==> config.mk <==
export PLATFORM = sky130hd
export DESIGN_NAME = bayer_ordered_dither_palette_top
export DESIGN_NICKNAME = d
export VERILOG_FILES = /design/src/hdl/bodp_pkg.sv /design/src/hdl/bodp_pos.sv /design/src/hdl/bodp_quant.sv /design/src/hdl/bayer_ordered_dither_palette_top.sv
export SDC_FILE = /design/constraint.sdc
export NUM_CORES = 1
export LEC_CHECK = 0
export ABC_AREA = 1
export BUFFER_PORTS_ARGS = -buffer_cell sky130_fd_sc_hd__buf_2
export CAP_MARGIN = 20
export CORE_UTILIZATION = 55
export CTS_CLUSTER_DIAMETER = 150
export CTS_CLUSTER_SIZE = 20
export DETAILED_ROUTE_END_ITERATION = 8
export GPL_TIMING_DRIVEN = 0
export PLACE_DENSITY = 0.75
export SYNTH_ARGS = -nofsm -noshare
export SYNTH_HDL_FRONTEND = slang
export SYNTH_SLANG_ARGS = --single-unit
==> constraint.sdc <==
create_clock -name clk_i -period 7.45 [get_ports clk_i]
set_input_delay 0.3725 -clock clk_i [delete_from_list [all_inputs] [get_ports clk_i]]
set_output_delay 0.3725 -clock clk_i [all_outputs]
set_load 0.02 [all_outputs]
==> src/hdl/bodp_pkg.sv <==
`timescale 1ns / 1ps
// ----------------------------------------------------------------------------
// Ordered dither palette package
// Shared types, register indexes and the Bayer threshold function.
// ----------------------------------------------------------------------------
package bodp_pkg;

  // Configuration register indexes.
  localparam logic [1:0] CFG_IDX_COLOR_MODE = 2'd0;
  localparam logic [1:0] CFG_IDX_ROW_PIXELS = 2'd1;
  localparam logic [1:0] CFG_IDX_START_ROW  = 2'd2;

  localparam int unsigned CFG_DATA_W   = 13;
  localparam int unsigned ROW_PIXELS_W = 13;

  // Reset values of the configuration registers.
  localparam logic                    COLOR_MODE_RST = 1'b1;
  localparam logic [ROW_PIXELS_W-1:0] ROW_PIXELS_RST = 13'd640;
  localparam logic [3:0]              START_ROW_RST  = 4'd0;

  typedef enum logic {
    MODE_8_COLOUR   = 1'b0,
    MODE_256_COLOUR = 1'b1
  } color_mode_e;

  typedef struct packed {
    color_mode_e             color_mode;
    logic [ROW_PIXELS_W-1:0] row_pixels;
    logic [3:0]              start_row;
  } cfg_t;

  // Field order matches tdata from the top bits down: red, green, blue.
  typedef struct packed {
    logic [7:0] red;
    logic [7:0] green;
    logic [7:0] blue;
  } pixel_t;

  // Recursive 16x16 Bayer threshold at table row y, table column x.
  function automatic logic [7:0] bayer_entry(input logic [3:0] y, input logic [3:0] x);
    logic [3:0] d;
    logic [7:0] v;
    int         i;
    d = x ^ y;
    v = '0;
    for (i = 0; i < 4; i++) begin
      v = {v[5:0], d[i], y[i]};
    end
    return v;
  endfunction

endpackage

==> src/hdl/bodp_pos.sv <==
`timescale 1ns / 1ps
// ----------------------------------------------------------------------------
// Ordered dither position tracker
// Keeps the column and row phase of the pixel stream and gives the threshold.
// ----------------------------------------------------------------------------
module bodp_pos #(
  parameter int unsigned MATRIX_SIZE    = 16,
  parameter int unsigned MAX_ROW_PIXELS = 4096
) (
  input  logic          clk_i,
  input  logic          rst_ni,
  input  bodp_pkg::cfg_t cfg_i,
  input  logic          accept_i,
  input  logic          frame_start_i,
  output logic [7:0]    threshold_o
);
  import bodp_pkg::*;

  localparam int unsigned PW   = $clog2(MATRIX_SIZE);
  localparam int unsigned CW   = $clog2(MAX_ROW_PIXELS);
  localparam int unsigned LW   = CW + 1;
  localparam int unsigned CMPW = (LW > ROW_PIXELS_W) ? LW : ROW_PIXELS_W;
  localparam logic [PW-1:0]   PHASE_LAST = PW'(MATRIX_SIZE - 1);
  localparam logic [CMPW-1:0] LEN_MAX    = CMPW'(MAX_ROW_PIXELS);

  logic [CW-1:0] col_q, col_d;
  logic [PW-1:0] cph_q, cph_d;
  logic [PW-1:0] rph_q, rph_d;

  logic [CW-1:0]   col_eff;
  logic [PW-1:0]   cph_eff, rph_eff, start_phase;
  logic [CMPW-1:0] rp_w, len_w;
  logic [LW-1:0]   len, col_inc;
  logic [4:0]      sr;

  // Start row reduced modulo the matrix size; at most eight subtractions.
  always_comb begin
    sr = {1'b0, cfg_i.start_row};
    for (int k = 0; k < 8; k++) begin
      if (sr >= 5'(MATRIX_SIZE)) begin
        sr = sr - 5'(MATRIX_SIZE);
      end
    end
    start_phase = PW'(sr);
  end

  // Row length: zero acts as one, overlong values saturate.
  always_comb begin
    rp_w = CMPW'(cfg_i.row_pixels);
    if (rp_w == '0) begin
      len_w = CMPW'(1);
    end else if (rp_w > LEN_MAX) begin
      len_w = LEN_MAX;
    end else begin
      len_w = rp_w;
    end
    len = LW'(len_w);
  end

  always_comb begin
    col_eff = frame_start_i ? '0 : col_q;
    cph_eff = frame_start_i ? '0 : cph_q;
    rph_eff = frame_start_i ? start_phase : rph_q;

    threshold_o = bayer_entry(4'(cph_eff), 4'(rph_eff));

    col_inc = LW'(col_eff) + LW'(1);
    col_d   = col_q;
    cph_d   = cph_q;
    rph_d   = rph_q;
    if (accept_i) begin
      if (col_inc >= len) begin
        col_d = '0;
        cph_d = '0;
        rph_d = (rph_eff == PHASE_LAST) ? '0 : rph_eff + PW'(1);
      end else begin
        col_d = CW'(col_inc);
        cph_d = (cph_eff == PHASE_LAST) ? '0 : cph_eff + PW'(1);
        rph_d = rph_eff;
      end
    end
  end

  always_ff @(posedge clk_i or negedge rst_ni) begin
    if (!rst_ni) begin
      col_q <= '0;
      cph_q <= '0;
      rph_q <= '0;
    end else begin
      col_q <= col_d;
      cph_q <= cph_d;
      rph_q <= rph_d;
    end
  end

endmodule

==> src/hdl/bodp_quant.sv <==
`timescale 1ns / 1ps
// ----------------------------------------------------------------------------
// Ordered dither quantiser
// Reduces one pixel against its threshold and packs the palette index.
// ----------------------------------------------------------------------------
module bodp_quant (
  input  bodp_pkg::pixel_t      pixel_i,
  input  logic [7:0]            threshold_i,
  input  bodp_pkg::color_mode_e color_mode_i,
  output logic [7:0]            index_o
);
  import bodp_pkg::*;

  logic [10:0] r7, g7;
  logic [9:0]  b3;
  logic [8:0]  r1, g1, b1;

  always_comb begin
    r7 = 11'(pixel_i.red) * 11'd7 + 11'(threshold_i);
    g7 = 11'(pixel_i.green) * 11'd7 + 11'(threshold_i);
    b3 = 10'(pixel_i.blue) * 10'd3 + 10'(threshold_i);
    r1 = 9'(pixel_i.red) + 9'(threshold_i);
    g1 = 9'(pixel_i.green) + 9'(threshold_i);
    b1 = 9'(pixel_i.blue) + 9'(threshold_i);
    case (color_mode_i)
      MODE_256_COLOUR: index_o = {r7[10:8], g7[10:8], b3[9:8]};
      MODE_8_COLOUR:   index_o = {5'd0, r1[8], g1[8], b1[8]};
      default:         index_o = '0;
    endcase
  end

endmodule

==> src/hdl/bayer_ordered_dither_palette_top.sv <==
`timescale 1ns / 1ps
// ----------------------------------------------------------------------------
// Bayer ordered dither palette reducer
// Turns a stream of 24-bit pixels into 8-bit palette indices.
// ----------------------------------------------------------------------------
// Pixels arrive on the slave stream: tdata carries blue, green and red bytes
// and tuser flags the first pixel of a frame, which restarts the column at
// zero and the row phase at the configured start row. Every accepted request
// yields exactly one palette index on the master stream, in order.
// The block is a two-stage pipeline: the input register captures the pixel
// with its Bayer threshold, and the result register holds the packed index.
// An accepted request is registered in the input stage and then in the result
// stage, where tvalid on the output rises. Throughput is one pixel per clock,
// limited only by the output handshake.
// When the receiver stalls, the result register holds its index and the
// input register still takes one more request; s_axis_tready falls only
// once both stages are full, and only then does the stall reach the source.
// Reset clears both stages, the column and row phase, and loads the
// configuration defaults: 256-colour mode, 640 pixels per row, start row 0.
// Configuration is written through cfg_we_i, cfg_idx_i and cfg_data_i; the
// user writes it only while the stream is idle, which the block itself does
// not enforce. A write takes effect at the next clock edge.
// ----------------------------------------------------------------------------
module bayer_ordered_dither_palette_top #(
  parameter int unsigned MATRIX_SIZE    = 16,
  parameter int unsigned MAX_ROW_PIXELS = 4096
) (
  input  logic                          clk_i,
  input  logic                          rst_ni,
  // Configuration write port.
  input  logic                          cfg_we_i,
  input  logic [1:0]                    cfg_idx_i,
  input  logic [bodp_pkg::CFG_DATA_W-1:0] cfg_data_i,
  // Pixel stream.
  input  logic                          s_axis_tvalid,
  output logic                          s_axis_tready,
  input  logic [23:0]                   s_axis_tdata,  // blue[7:0], green[15:8], red[23:16]
  input  logic [0:0]                    s_axis_tuser,  // frame_start[0]
  // Palette index stream.
  output logic                          m_axis_tvalid,
  input  logic                          m_axis_tready,
  output logic [7:0]                    m_axis_tdata   // palette_index[7:0]
);
  import bodp_pkg::*;

  cfg_t       cfg_q;
  logic       s1_valid_q, s1_valid_d;
  pixel_t     s1_pix_q;
  logic [7:0] s1_thr_q;
  logic       m_valid_q, m_valid_d;
  logic [7:0] m_data_q;

  logic       in_accept;
  logic       out_free;
  logic [7:0] threshold;
  logic [7:0] index;

  // The result stage can load whenever it is empty or being drained.
  assign out_free      = !m_valid_q || m_axis_tready;
  assign s_axis_tready = !s1_valid_q || out_free;
  assign in_accept     = s_axis_tvalid && s_axis_tready;

  // Configuration registers.
  always_ff @(posedge clk_i or negedge rst_ni) begin
    if (!rst_ni) begin
      cfg_q.color_mode <= color_mode_e'(COLOR_MODE_RST);
      cfg_q.row_pixels <= ROW_PIXELS_RST;
      cfg_q.start_row  <= START_ROW_RST;
    end else if (cfg_we_i) begin
      case (cfg_idx_i)
        CFG_IDX_COLOR_MODE: cfg_q.color_mode <= color_mode_e'(cfg_data_i[0]);
        CFG_IDX_ROW_PIXELS: cfg_q.row_pixels <= cfg_data_i[ROW_PIXELS_W-1:0];
        CFG_IDX_START_ROW:  cfg_q.start_row  <= cfg_data_i[3:0];
        default:            cfg_q            <= cfg_q;
      endcase
    end
  end

  // Position tracking and threshold lookup for the pixel being accepted.
  bodp_pos #(
    .MATRIX_SIZE    (MATRIX_SIZE),
    .MAX_ROW_PIXELS (MAX_ROW_PIXELS)
  ) u_pos (
    .clk_i         (clk_i),
    .rst_ni        (rst_ni),
    .cfg_i         (cfg_q),
    .accept_i      (in_accept),
    .frame_start_i (s_axis_tuser[0]),
    .threshold_o   (threshold)
  );

  bodp_quant u_quant (
    .pixel_i      (s1_pix_q),
    .threshold_i  (s1_thr_q),
    .color_mode_i (cfg_q.color_mode),
    .index_o      (index)
  );

  always_comb begin
    s1_valid_d = s1_valid_q;
    m_valid_d  = m_valid_q;
    if (s_axis_tready) begin
      s1_valid_d = s_axis_tvalid;
    end
    if (out_free) begin
      m_valid_d = s1_valid_q;
    end
  end

  always_ff @(posedge clk_i or negedge rst_ni) begin
    if (!rst_ni) begin
      s1_valid_q <= 1'b0;
      m_valid_q  <= 1'b0;
    end else begin
      s1_valid_q <= s1_valid_d;
      m_valid_q  <= m_valid_d;
    end
  end

  // Payload registers carry no reset.
  always_ff @(posedge clk_i) begin
    if (in_accept) begin
      s1_pix_q <= pixel_t'(s_axis_tdata);
      s1_thr_q <= threshold;
    end
    if (out_free && s1_valid_q) begin
      m_data_q <= index;
    end
  end

  assign m_axis_tvalid = m_valid_q;
  assign m_axis_tdata  = m_data_q;

endmodule

==> metrics, run 1 <==
status=completed; Max H-tree Level=3; Reg clk slew, reported paths=0.09 ns; Syn-to-layout area delta=10.13%; Wirelength per Cell=14.70 um; CTS max path bufs=2; Peak Freq=333.5 MHz; final worst path period need=2.999 ns; vias post-DR=4,696; CP required=7.77 ns; syn_area_per_cell=9.238 um^2; IO buf count=53; maximum VDD drop=0.1713 mV; DR pass1 iterations=4; r2r setup slk=4.45 ns; clk sinks=80; clock latency at the later pin of the worst-skew pair=0.38 ns; Buf+Inv Stages, Crit Path=2; max-cap viol count=0; WP data arrival=3.31 ns; core box area=10,840 um^2; Pwr Total=0.001530 W; Top FF cell, synth=edfxtp_1; crit-path max cell delay=0.33 ns; Critical Path Start Type=register; Reg2Reg Depth=15; die width=107.5 um; share of power burned in registers=39.4%; clock skew=0.008416 ns; CTS root buf=clkbuf_8; RSZ-0062 raised after global routing=no; P_sw=0.0006125 W; post-placement cell count=856; drt initial violations=240; final slew viol count=0; Crit-path slowest cell=dfrtp_1; terminus of the critical flop-to-flop path=u_pos.col_q[3]; Post-Syn Instances=663; syn nets=811; initial antenna violation count=0; first-pass GRT wire length=21,380 um; # IOs=55; layout net count=875; final WL=12,820 um; vias in the first global route=4,619; antenna cells=0; crit share post-route=40.25%; endpoints failing hold=0; switching share of power=40.03%; Final TNS setup=0 ns; setup bufs post-CTS=0; Cell Pwr Density=226.8 nW/um^2; reg2reg start=u_pos.col_q[0]; max_slew headroom=30.58%; most used cell, CP=ha_1; worst-margin pin slew=1.041 ns; clock network power share=20.0%; Hold Buf Count CTS=0; ratio of cells with drive above 1 in the final layout=17.35%; Crit path max-delay family=simple AND/OR/NAND/NOR gates; design area=6745 um^2; internal power=0.0009176 W; post-DP HPWL=10,160 um; All-Layer GR Usage=24.32%; CTS Buf Count=9; DRC errors left=0; Placer Congestion=0.8451; Logic pwr share=40.5%; DIE HEIGHT=107.5 um; post-route ant nets=0; Via density=5.385; largest net degree at the start of global routing=42; distinct cell type count after synthesis=43; CP Cell Sequence=inv_1 -> nor2_4 -> ha_1 -> nand4_4 -> nor2_1 -> nand4_1 -> nor4_1 -> ha_1 -> a21oi_1 -> o21a_1 -> nand3_4 -> nor2_8 -> buf_12 -> nand2_2 -> nand2_1; final cell count without fillers=872; Pleak=3.360 nW; DP Area=6565 um^2; register area share after synthesis=36.02%; CTS tree=done; post-layout util=62.22%; ys async rst share=50.00%; grt ovf=0; Mapped Area=6125 um^2; critical path type=register to register; Ys Warns=0; setup violators final=0; number of synthesized flops with an enable pin=40; cts repair resizes=0; Critical Path Fanout Max=10; Initial Util=56.50%; Synth Register Bits=80; Site Rows=38; Crit. End Element=register; HP Class=primary input to async pin; full die area=11,560 um^2
==> power groups by stage <==
stage	Sequential, W	Combinational [W]	Clock, W
2_1_floorplan	0.000603	0.000462	0
3_3_place_gp	0.000610	0.000576	0
3_5_place_dp	0.000612	0.000616	0
4_1_cts	0.000603	0.000620	0.000314
5_1_grt	0.000611	0.000714	0.000328
6_report	0.000603	0.000620	0.000306
==> flip-flops by register name (all words and copies together) (netlist names) <==
signal,flops
m_axis_tdata,8
s1_pix_q,24
u_pos.cph_q,4
s1_thr_q,8
u_pos.col_q,12
s1_valid_q,1
cfg_q,18
u_pos.rph_q,4
m_axis_tvalid,1
==> area by class of cell <==
class	instances	area [um^2]
fill	891	4095
multi-input combinational	469	3446
sequential	80	2206
inverter	107	404.1
timing repair buffer	53	265.3
tap	140	175.2
clock buffer	10	137.6
buffer	7	68.82
clock inverter	6	42.54
==> kinds of logic after synthesis <==
logic type | synth area share, %
buf+inv | 7.722
fa+ha+maj | 25.09
flops | 36.02
xor+xnor | 1.410
compound gates | 7.845
mux | 1.471
simple gates | 20.45
==> worst max-delay path by stage <==
stage / startpoint / to / slack (ns) / cells after the start
2_1_floorplan: s_axis_tuser / u_pos.col_q[6] / 4.65 / 18
3_3_place_gp: s_axis_tuser / u_pos.col_q[9] / 4.31 / 16
3_5_place_dp: s_axis_tuser / u_pos.col_q[10] / 4.24 / 16
4_1_cts: s1_pix_q[21] / m_axis_tdata[6] / 4.47 / 11
5_1_grt: u_pos.col_q[0] / u_pos.col_q[9] / 4.23 / 15
6_report: u_pos.col_q[0] / u_pos.col_q[3] / 4.45 / 15
==> per-stage QoR <==
stage | worst slack, ns | hold slack [ns]
finish | 4.451 | 0.1170
global route | 4.228 | 0.1478
CTS | 4.466 | 0.1357
detailed placement | 4.237 | 0.4815
global placement | 4.314 | 0.4729
floorplan | 4.646 | 0.07691
==> metal layers <==
layer  part of all wire (%)  wire length (um)  global-route usage [%]  vias up
li1                       -                 -                       -     2296
met1                     43              5509                   30.52     2234
met2                     50              6347                   41.44      144
met3                    5.2               664                   4.116       22
met4                    2.3               300                   10.08        0
met5                      0                 0                       0        -
==> synthesized netlist by cell type (2+ instances only) <==
cell / number / share of area (%)
nand2_1: 147 / 9.0
inv_1: 105 / 6.4
ha_1: 70 / 14
edfxtp_1: 40 / 20
dfrtp_1: 37 / 15
nor2_1: 37 / 2.3
a21oi_1: 33 / 2.7
fa_1: 33 / 11
nand3_1: 32 / 2.6
o21ai_0: 27 / 2.2
nand2_2: 12 / 1.2
nand4_1: 9 / 0.92
mux2_2: 8 / 1.5
o21ai_2: 7 / 1.0
o21bai_1: 6 / 0.74
nor2_2: 5 / 0.51
xor2_1: 5 / 0.71
nor4_1: 4 / 0.41
a21o_1: 3 / 0.37
buf_6: 3 / 0.55
dfstp_2: 3 / 1.3
nand3b_1: 3 / 0.37
nor2_4: 3 / 0.55
nor3_2: 3 / 0.49
o21ai_1: 3 / 0.25
xnor2_1: 3 / 0.43
a31oi_1: 2 / 0.20
clkbuf_1: 2 / 0.12
nand3_2: 2 / 0.33
nor2_8: 2 / 0.65
nor3_1: 2 / 0.16
==> placed cells by master, fill, tap and decap left out, types with 2 or more instances in the layout <==
cell | synthesis | layout
a21o_1 | 3 | 3
a21oi_1 | 33 | 33
a31oi_1 | 2 | 2
ha_1 | 70 | 70
dfrtp_1 | 37 | 37
o21bai_1 | 6 | 6
nand2_2 | 12 | 12
nor2_2 | 5 | 5
nand3_2 | 2 | 2
clkinv_4 | 0 | 2
nand3_1 | 32 | 32
clkbuf_1 | 2 | 2
nor2_4 | 3 | 3
nor2_1 | 37 | 37
nor4_1 | 4 | 4
nand4_1 | 9 | 9
clkbuf_8 | 0 | 10
nor3_2 | 3 | 3
dfstp_2 | 3 | 3
buf_6 | 3 | 3
edfxtp_1 | 40 | 40
xor2_1 | 5 | 5
o21ai_2 | 7 | 7
nand3b_1 | 3 | 3
inv_1 | 105 | 105
xnor2_1 | 3 | 3
o21ai_0 | 27 | 27
nor2_8 | 2 | 2
buf_2 | 0 | 53
o21ai_1 | 3 | 3
nand2_1 | 147 | 147
nor3_1 | 2 | 2
mux2_2 | 8 | 8
fa_1 | 33 | 33
inv_4 | 1 | 3
Note: power is estimated with default switching activity, not from simulation.
==> inputs of run 2 (changes only) <==
==> constraint.sdc (replaced) <==
create_clock -name clk_i -period 2.78 [get_ports clk_i]
set_input_delay 0.139 -clock clk_i [delete_from_list [all_inputs] [get_ports clk_i]]
set_output_delay 0.139 -clock clk_i [all_outputs]
set_load 0.02 [all_outputs]
==> run 2 against run 1 <==
Against the previous run: clock power increased to 2.7 times the previous value; critical path depth decreased by 4; wire length increased by 16%; clock skew shrank 0.00065 ns; critical endpoint is now m_axis_tdata[3]; largest power group unchanged.
==> metrics, run 2 (same netlist as run 1, synthesis figures left out) <==
# IOs=55; hold_ws=0.02546 ns; CTS root buf=clkbuf_8; Cell Pwr Density=600.5 nW/um^2; vias post-DR=5,093; clock latency at the later pin of the worst-skew pair=0.38 ns; worst setup margin=0.003998 ns; final WL=14,880 um; worst setup path start=s1_pix_q[13]; All-Layer GR Usage=25.62%; Buf+Inv Stages, Crit Path=1; terminus of the critical flop-to-flop path=m_axis_tdata[3]; critical path type=register to register; Placement Setup Slack=-0.1996 ns; Via density=5.372; Site Rows=38; Levels on crit path=11; crit share post-route=99.86%; Pwr Total=0.004632 W; Wirelength per Cell=15.70 um; Critical Path Fanout Max=3; initial antenna violation count=0; worst-margin pin slew=1.121 ns; CTS tree=done; Max H-tree Level=3; die width=107.5 um; clk sinks=80; CTS Buf Count=9; max_slew headroom=25.24%; Reg2Reg Depth=11; Reg clk slew, reported paths=0.09 ns; Syn-to-layout area delta=25.94%; CP Cell Sequence=buf_6 -> fa_1 -> fa_1 -> ha_4 -> a21o_1 -> nand2_1 -> nand2_1 -> a21oi_1 -> nand3_1 -> nand2_1 -> nor2_1; first-pass GRT wire length=22,470 um; CP required=2.93 ns; IO buf count=53; full die area=11,560 um^2; final cell count without fillers=948; vias in the first global route=4,894; layout net count=951; RSZ-0062 raised after global routing=yes; crit-path max cell delay=0.54 ns; Initial Util=56.50%; endpoints failing hold=0; ratio of cells with drive above 1 in the final layout=28.22%; r2r setup slk=0.004 ns; final worst path period need=2.776 ns; grt ovf=0; max FFs per register=24; max-cap viol count=0; CTS max path bufs=2; DIE HEIGHT=107.5 um; DR pass1 iterations=5; Critical Path Start Type=register; core box area=10,840 um^2; post-DP HPWL=10,160 um; DRC errors left=0; Crit-path slowest cell=fa_1; HP Class=primary input to register; commonest cells after routing, fill and taps aside=nand2_1, inv_1, ha_1; post-route ant nets=0; largest net degree at the start of global routing=42; most used cell, CP=nand2_1; clock skew=0.007764 ns; drt initial violations=362; Setup crit end=m_axis_tdata[3]; Pleak=3.743 nW; antenna cells=0; Largest Register=s1_pix_q; WP data arrival=2.93 ns; Placer Congestion=0.8451; Crit path max-delay family=adder cells; Final TNS setup=0 ns; top flop regs=s1_pix_q: 24 flops, cfg_q: 18 flops, u_pos.col_q: 12 flops; maximum VDD drop=0.4631 mV; setup violators final=0; post-placement cell count=856; commonest non-fill, non-tap cell in the layout=nand2_1; status=completed; final slew viol count=0; Peak Freq=360.2 MHz; Crit. End Element=register; reg2reg start=s1_pix_q[13]
run 2: cell count changes in the layout (fill, tap and decap cells not counted), sizes merged:
cell         previous run  this run
buf                    58       100
clkbuf                 12        13
dlygate4sd3             0        33
run 2: how the worst min path moves through the flow:
stage	from	to	depth (start not counted)
finish	cfg_data_i[12]	cfg_q[16]	3
global route	cfg_we_i	cfg_q[17]	3
CTS	cfg_data_i[12]	cfg_q[16]	3
detailed placement	rst_ni	u_pos.col_q[6]	1
global placement	rst_ni	u_pos.col_q[6]	1
floorplan	rst_ni	cfg_q[0]	0
run 2: layer usage:
layer	vias up	part of all wire, %	GRT usage, %	wire, um
met5	-	0	0	0
met4	0	4.0	12.52	597
met3	53	4.4	4.237	661
met2	175	50	44.32	7492
met1	2420	41	30.89	6131
li1	2445	-	-	-
run 2: metrics by stage:
stage	area, um^2	utilization [%]
6_report	7714	71.16
5_1_grt	7714	71.16
4_1_cts	7243	66.82
3_5_place_dp	6565	60.56
3_3_place_gp	6565	60.56
2_1_floorplan	6125	-
run 2: area by class of cell:
class	instances	area, um^2
Timing Repair Buffer	129	970.9
Clock buffer	10	137.6
Buffer	7	68.82
Inverter	107	404.1
Sequential cell	80	2206
Multi-Input combinational cell	469	3709
Clock inverter	6	42.54
Fill cell	782	3127
Tap cell	140	175.2
run 2: report_power, final:
part	switching [W]	leakage, nW	internal, W
clock	0.000472	0.0931	0.000351
sequential	0.000162	0.893	0.00145
combinational	0.00123	2.76	0.000962
total	0.00187	3.74	0.00277
run 2: what timing repair did:
item	in CTS	in global routing
cloned	0	1
pin swaps	1	56
endpoints found under the setup margin	22	22
hold buffers	33	0
hold endpoints to repair	69	0
resized for setup	21	52
buffers inserted	14	28
run 2: tightest hold or removal path, delay by kind of cell:
family                 cells  cell delay [ns]
AO/OA/AOI/OAI              1             0.11
buffers and inverters      1             0.08
AND/OR/NAND/NOR            1             0.03
==> inputs of run 3 (changes only) <==
--- a/config.mk
+++ b/config.mk
@@ -6,7 +6,7 @@
 export NUM_CORES = 1
 export LEC_CHECK = 0
 export ABC_AREA = 1
-export BUFFER_PORTS_ARGS = -buffer_cell sky130_fd_sc_hd__buf_2
+export BUFFER_PORTS_ARGS = -buffer_cell sky130_fd_sc_hd__buf_4
 export CAP_MARGIN = 20
 export CORE_UTILIZATION = 55
 export CTS_CLUSTER_DIAMETER = 150
@@ -14,6 +14,7 @@
 export DETAILED_ROUTE_END_ITERATION = 8
 export GPL_TIMING_DRIVEN = 0
 export PLACE_DENSITY = 0.75
+export SKIP_LAST_GASP = 1
 export SYNTH_ARGS = -nofsm -noshare
 export SYNTH_HDL_FRONTEND = slang
 export SYNTH_SLANG_ARGS = --single-unit
==> run 3 against run 2 <==
Against the previous run: the run now ends with setup timing left; combinational power up 6%; count of clock-buffer cells in the layout rose by 1; critical path type unchanged; flip-flop and latch count did not move; register-to-register slack got worse by 0.07 ns; core utilization rose by 2.1 points.
==> metrics, run 3 (same netlist as run 1, synthesis figures left out) <==
post-DP HPWL=10,180 um; Critical Path Start Type=register; CTS root buf=clkbuf_8; HP Class=primary input to register; layout net count=951; core box area=10,840 um^2; DR pass1 iterations=7; drt initial violations=296; Pleak=3.827 nW; vias in the first global route=5,012; crit share post-route=102.2%; largest net degree at the start of global routing=42; gr busiest metal=met2; met2 usage=46.57%; worst hold start=m_axis_tready; hold_ws=0.01555 ns; Initial Util=56.50%; Via density=5.405; DRC errors left=0; # IOs=55; Crit-path slowest cell=dfrtp_1; crit-path max cell delay=0.35 ns; max FFs per register=24; post-route ant nets=0; ratio of cells with drive above 1 in the final layout=28.71%; post-placement cell count=856; antenna cells=0; r2r setup slk=-0.06 ns; maximum VDD drop=0.4605 mV; Syn-to-layout area delta=29.58%; Reg clk slew, reported paths=0.10 ns; RSZ-0062 raised after global routing=yes; Hold Crit Depth=4; WP data arrival=3.15 ns; All-Layer GR Usage=26.21%; clock skew=0.02115 ns; max_slew headroom=31.53%; clk sinks=80; commonest non-fill, non-tap cell in the layout=nand2_1; CTS tree=done; Crit. End Element=register; reg2reg start=u_pos.col_q[0]; critical path type=register to register; Cell Pwr Density=618.7 nW/um^2; Worst Hold Endpoint=m_axis_tvalid; Max H-tree Level=3; top flop regs=s1_pix_q: 24 flops, cfg_q: 18 flops, u_pos.col_q: 12 flops; Largest Register=s1_pix_q; failing checks=setup timing; design area=7936 um^2; Reg2Reg Depth=15; die width=107.5 um; Placer Congestion=0.8475; CP required=3.09 ns; DP Area=6698 um^2; vias post-DR=5,124; commonest cells after routing, fill and taps aside=nand2_1, buf_4, inv_1; IO buf count=53; final slew viol count=0; final cell count without fillers=948; clock latency at the later pin of the worst-skew pair=0.39 ns; Site Rows=38; first-pass GRT wire length=22,970 um; final WL=15,330 um; full die area=11,560 um^2; grt ovf=0; met3 Use GR=6.780%; CTS max path bufs=2; final worst path period need=2.842 ns; Peak Freq=351.8 MHz; worst setup path start=u_pos.col_q[0]; initial antenna violation count=0; worst setup margin=-0.06216 ns; DIE HEIGHT=107.5 um; Critical Path Fanout Max=6; setup violators final=14; Final TNS setup=-0.4009 ns; worst-margin pin slew=1.027 ns; filler cell count=748; CP Cell Sequence=inv_2 -> nor2_4 -> ha_4 -> nand4_4 -> nor2_4 -> nand4_1 -> nor4_2 -> ha_1 -> a21oi_2 -> o21a_4 -> nand3_4 -> nor2_8 -> clkbuf_16 -> nand2_2 -> o21ai_2; max-cap viol count=0; post-layout util=73.21%; routing usage on met1=30.50%; CTS Buf Count=9; most used cell, CP=nor2_4; status=finished, violations left; endpoints failing hold=0; terminus of the critical flop-to-flop path=u_pos.col_q[10]; Wirelength per Cell=16.18 um
run 3: critical path: cells and delay by family, from the launching register on:
kind                       cells  cell delay [ns]
and+or+nand+nor                8             1.28
adders and majority gates      2             0.49
AOI/OAI and AO/OA              3             0.40
DFF                            1             0.35
buffers and inverters          2             0.24
run 3: where the power goes:
group	internal (W)	switching [W]	leakage, nW
clock	0.000499	0.000475	0.115
combinational	0.00104	0.00128	2.82
sequential	0.00145	0.000167	0.893
run 3: area by class of cell:
cell class                      count  area, um^2  share of cell area [%]
Buffer                              7       68.82                  0.8671
Clock buffer                       11       162.7                   2.050
Clock inverter                      5       61.31                  0.7725
Inverter                          107       404.1                   5.092
Multi-Input combinational cell    469        3764                   47.42
Sequential cell                    80        2206                   27.79
Tap cell                          140       175.2                   2.207
Timing Repair Buffer              129        1095                   13.79
run 3: per-layer routing:
metal | part of all wire, % | wire length [um]
met4 | 2.9 | 446
met2 | 52 | 7943
met3 | 5.2 | 799
met1 | 40 | 6144
met5 | 0 | 0
run 3: worst max-delay path by stage:
| stage | endpoint | slack (ns) | cells past startpoint |
|---|---|---|---|
| after detailed placement | m_axis_tdata[7] | -0.18 | 11 |
| after CTS | m_axis_tdata[7] | -0.04 | 11 |
| after floorplan | m_axis_tdata[6] | 0.06 | 11 |
| final | u_pos.col_q[10] | -0.06 | 15 |
| after global placement | m_axis_tdata[7] | -0.14 | 11 |
| after global routing | u_pos.col_q[10] | -0.18 | 17 |
run 3: metrics by stage:
step,setup slack (ns),total power (W)
final,-0.06216,0.004911
after global routing,-0.1834,0.005231
after CTS,-0.03906,0.004399
after detailed placement,-0.1844,0.003327
after global placement,-0.1432,0.003208
after floorplan,0.06376,0.002856
run 3: timing repair:
item                                    in CTS  in global routing
gates cloned                                 0                  1
hold buffers                                33                  1
endpoints found under the setup margin      22                 24
buffers inserted                            13                 28
pin swaps                                    3                 52
hold endpoints to repair                    69                  1
gates resized for setup                     19                 62
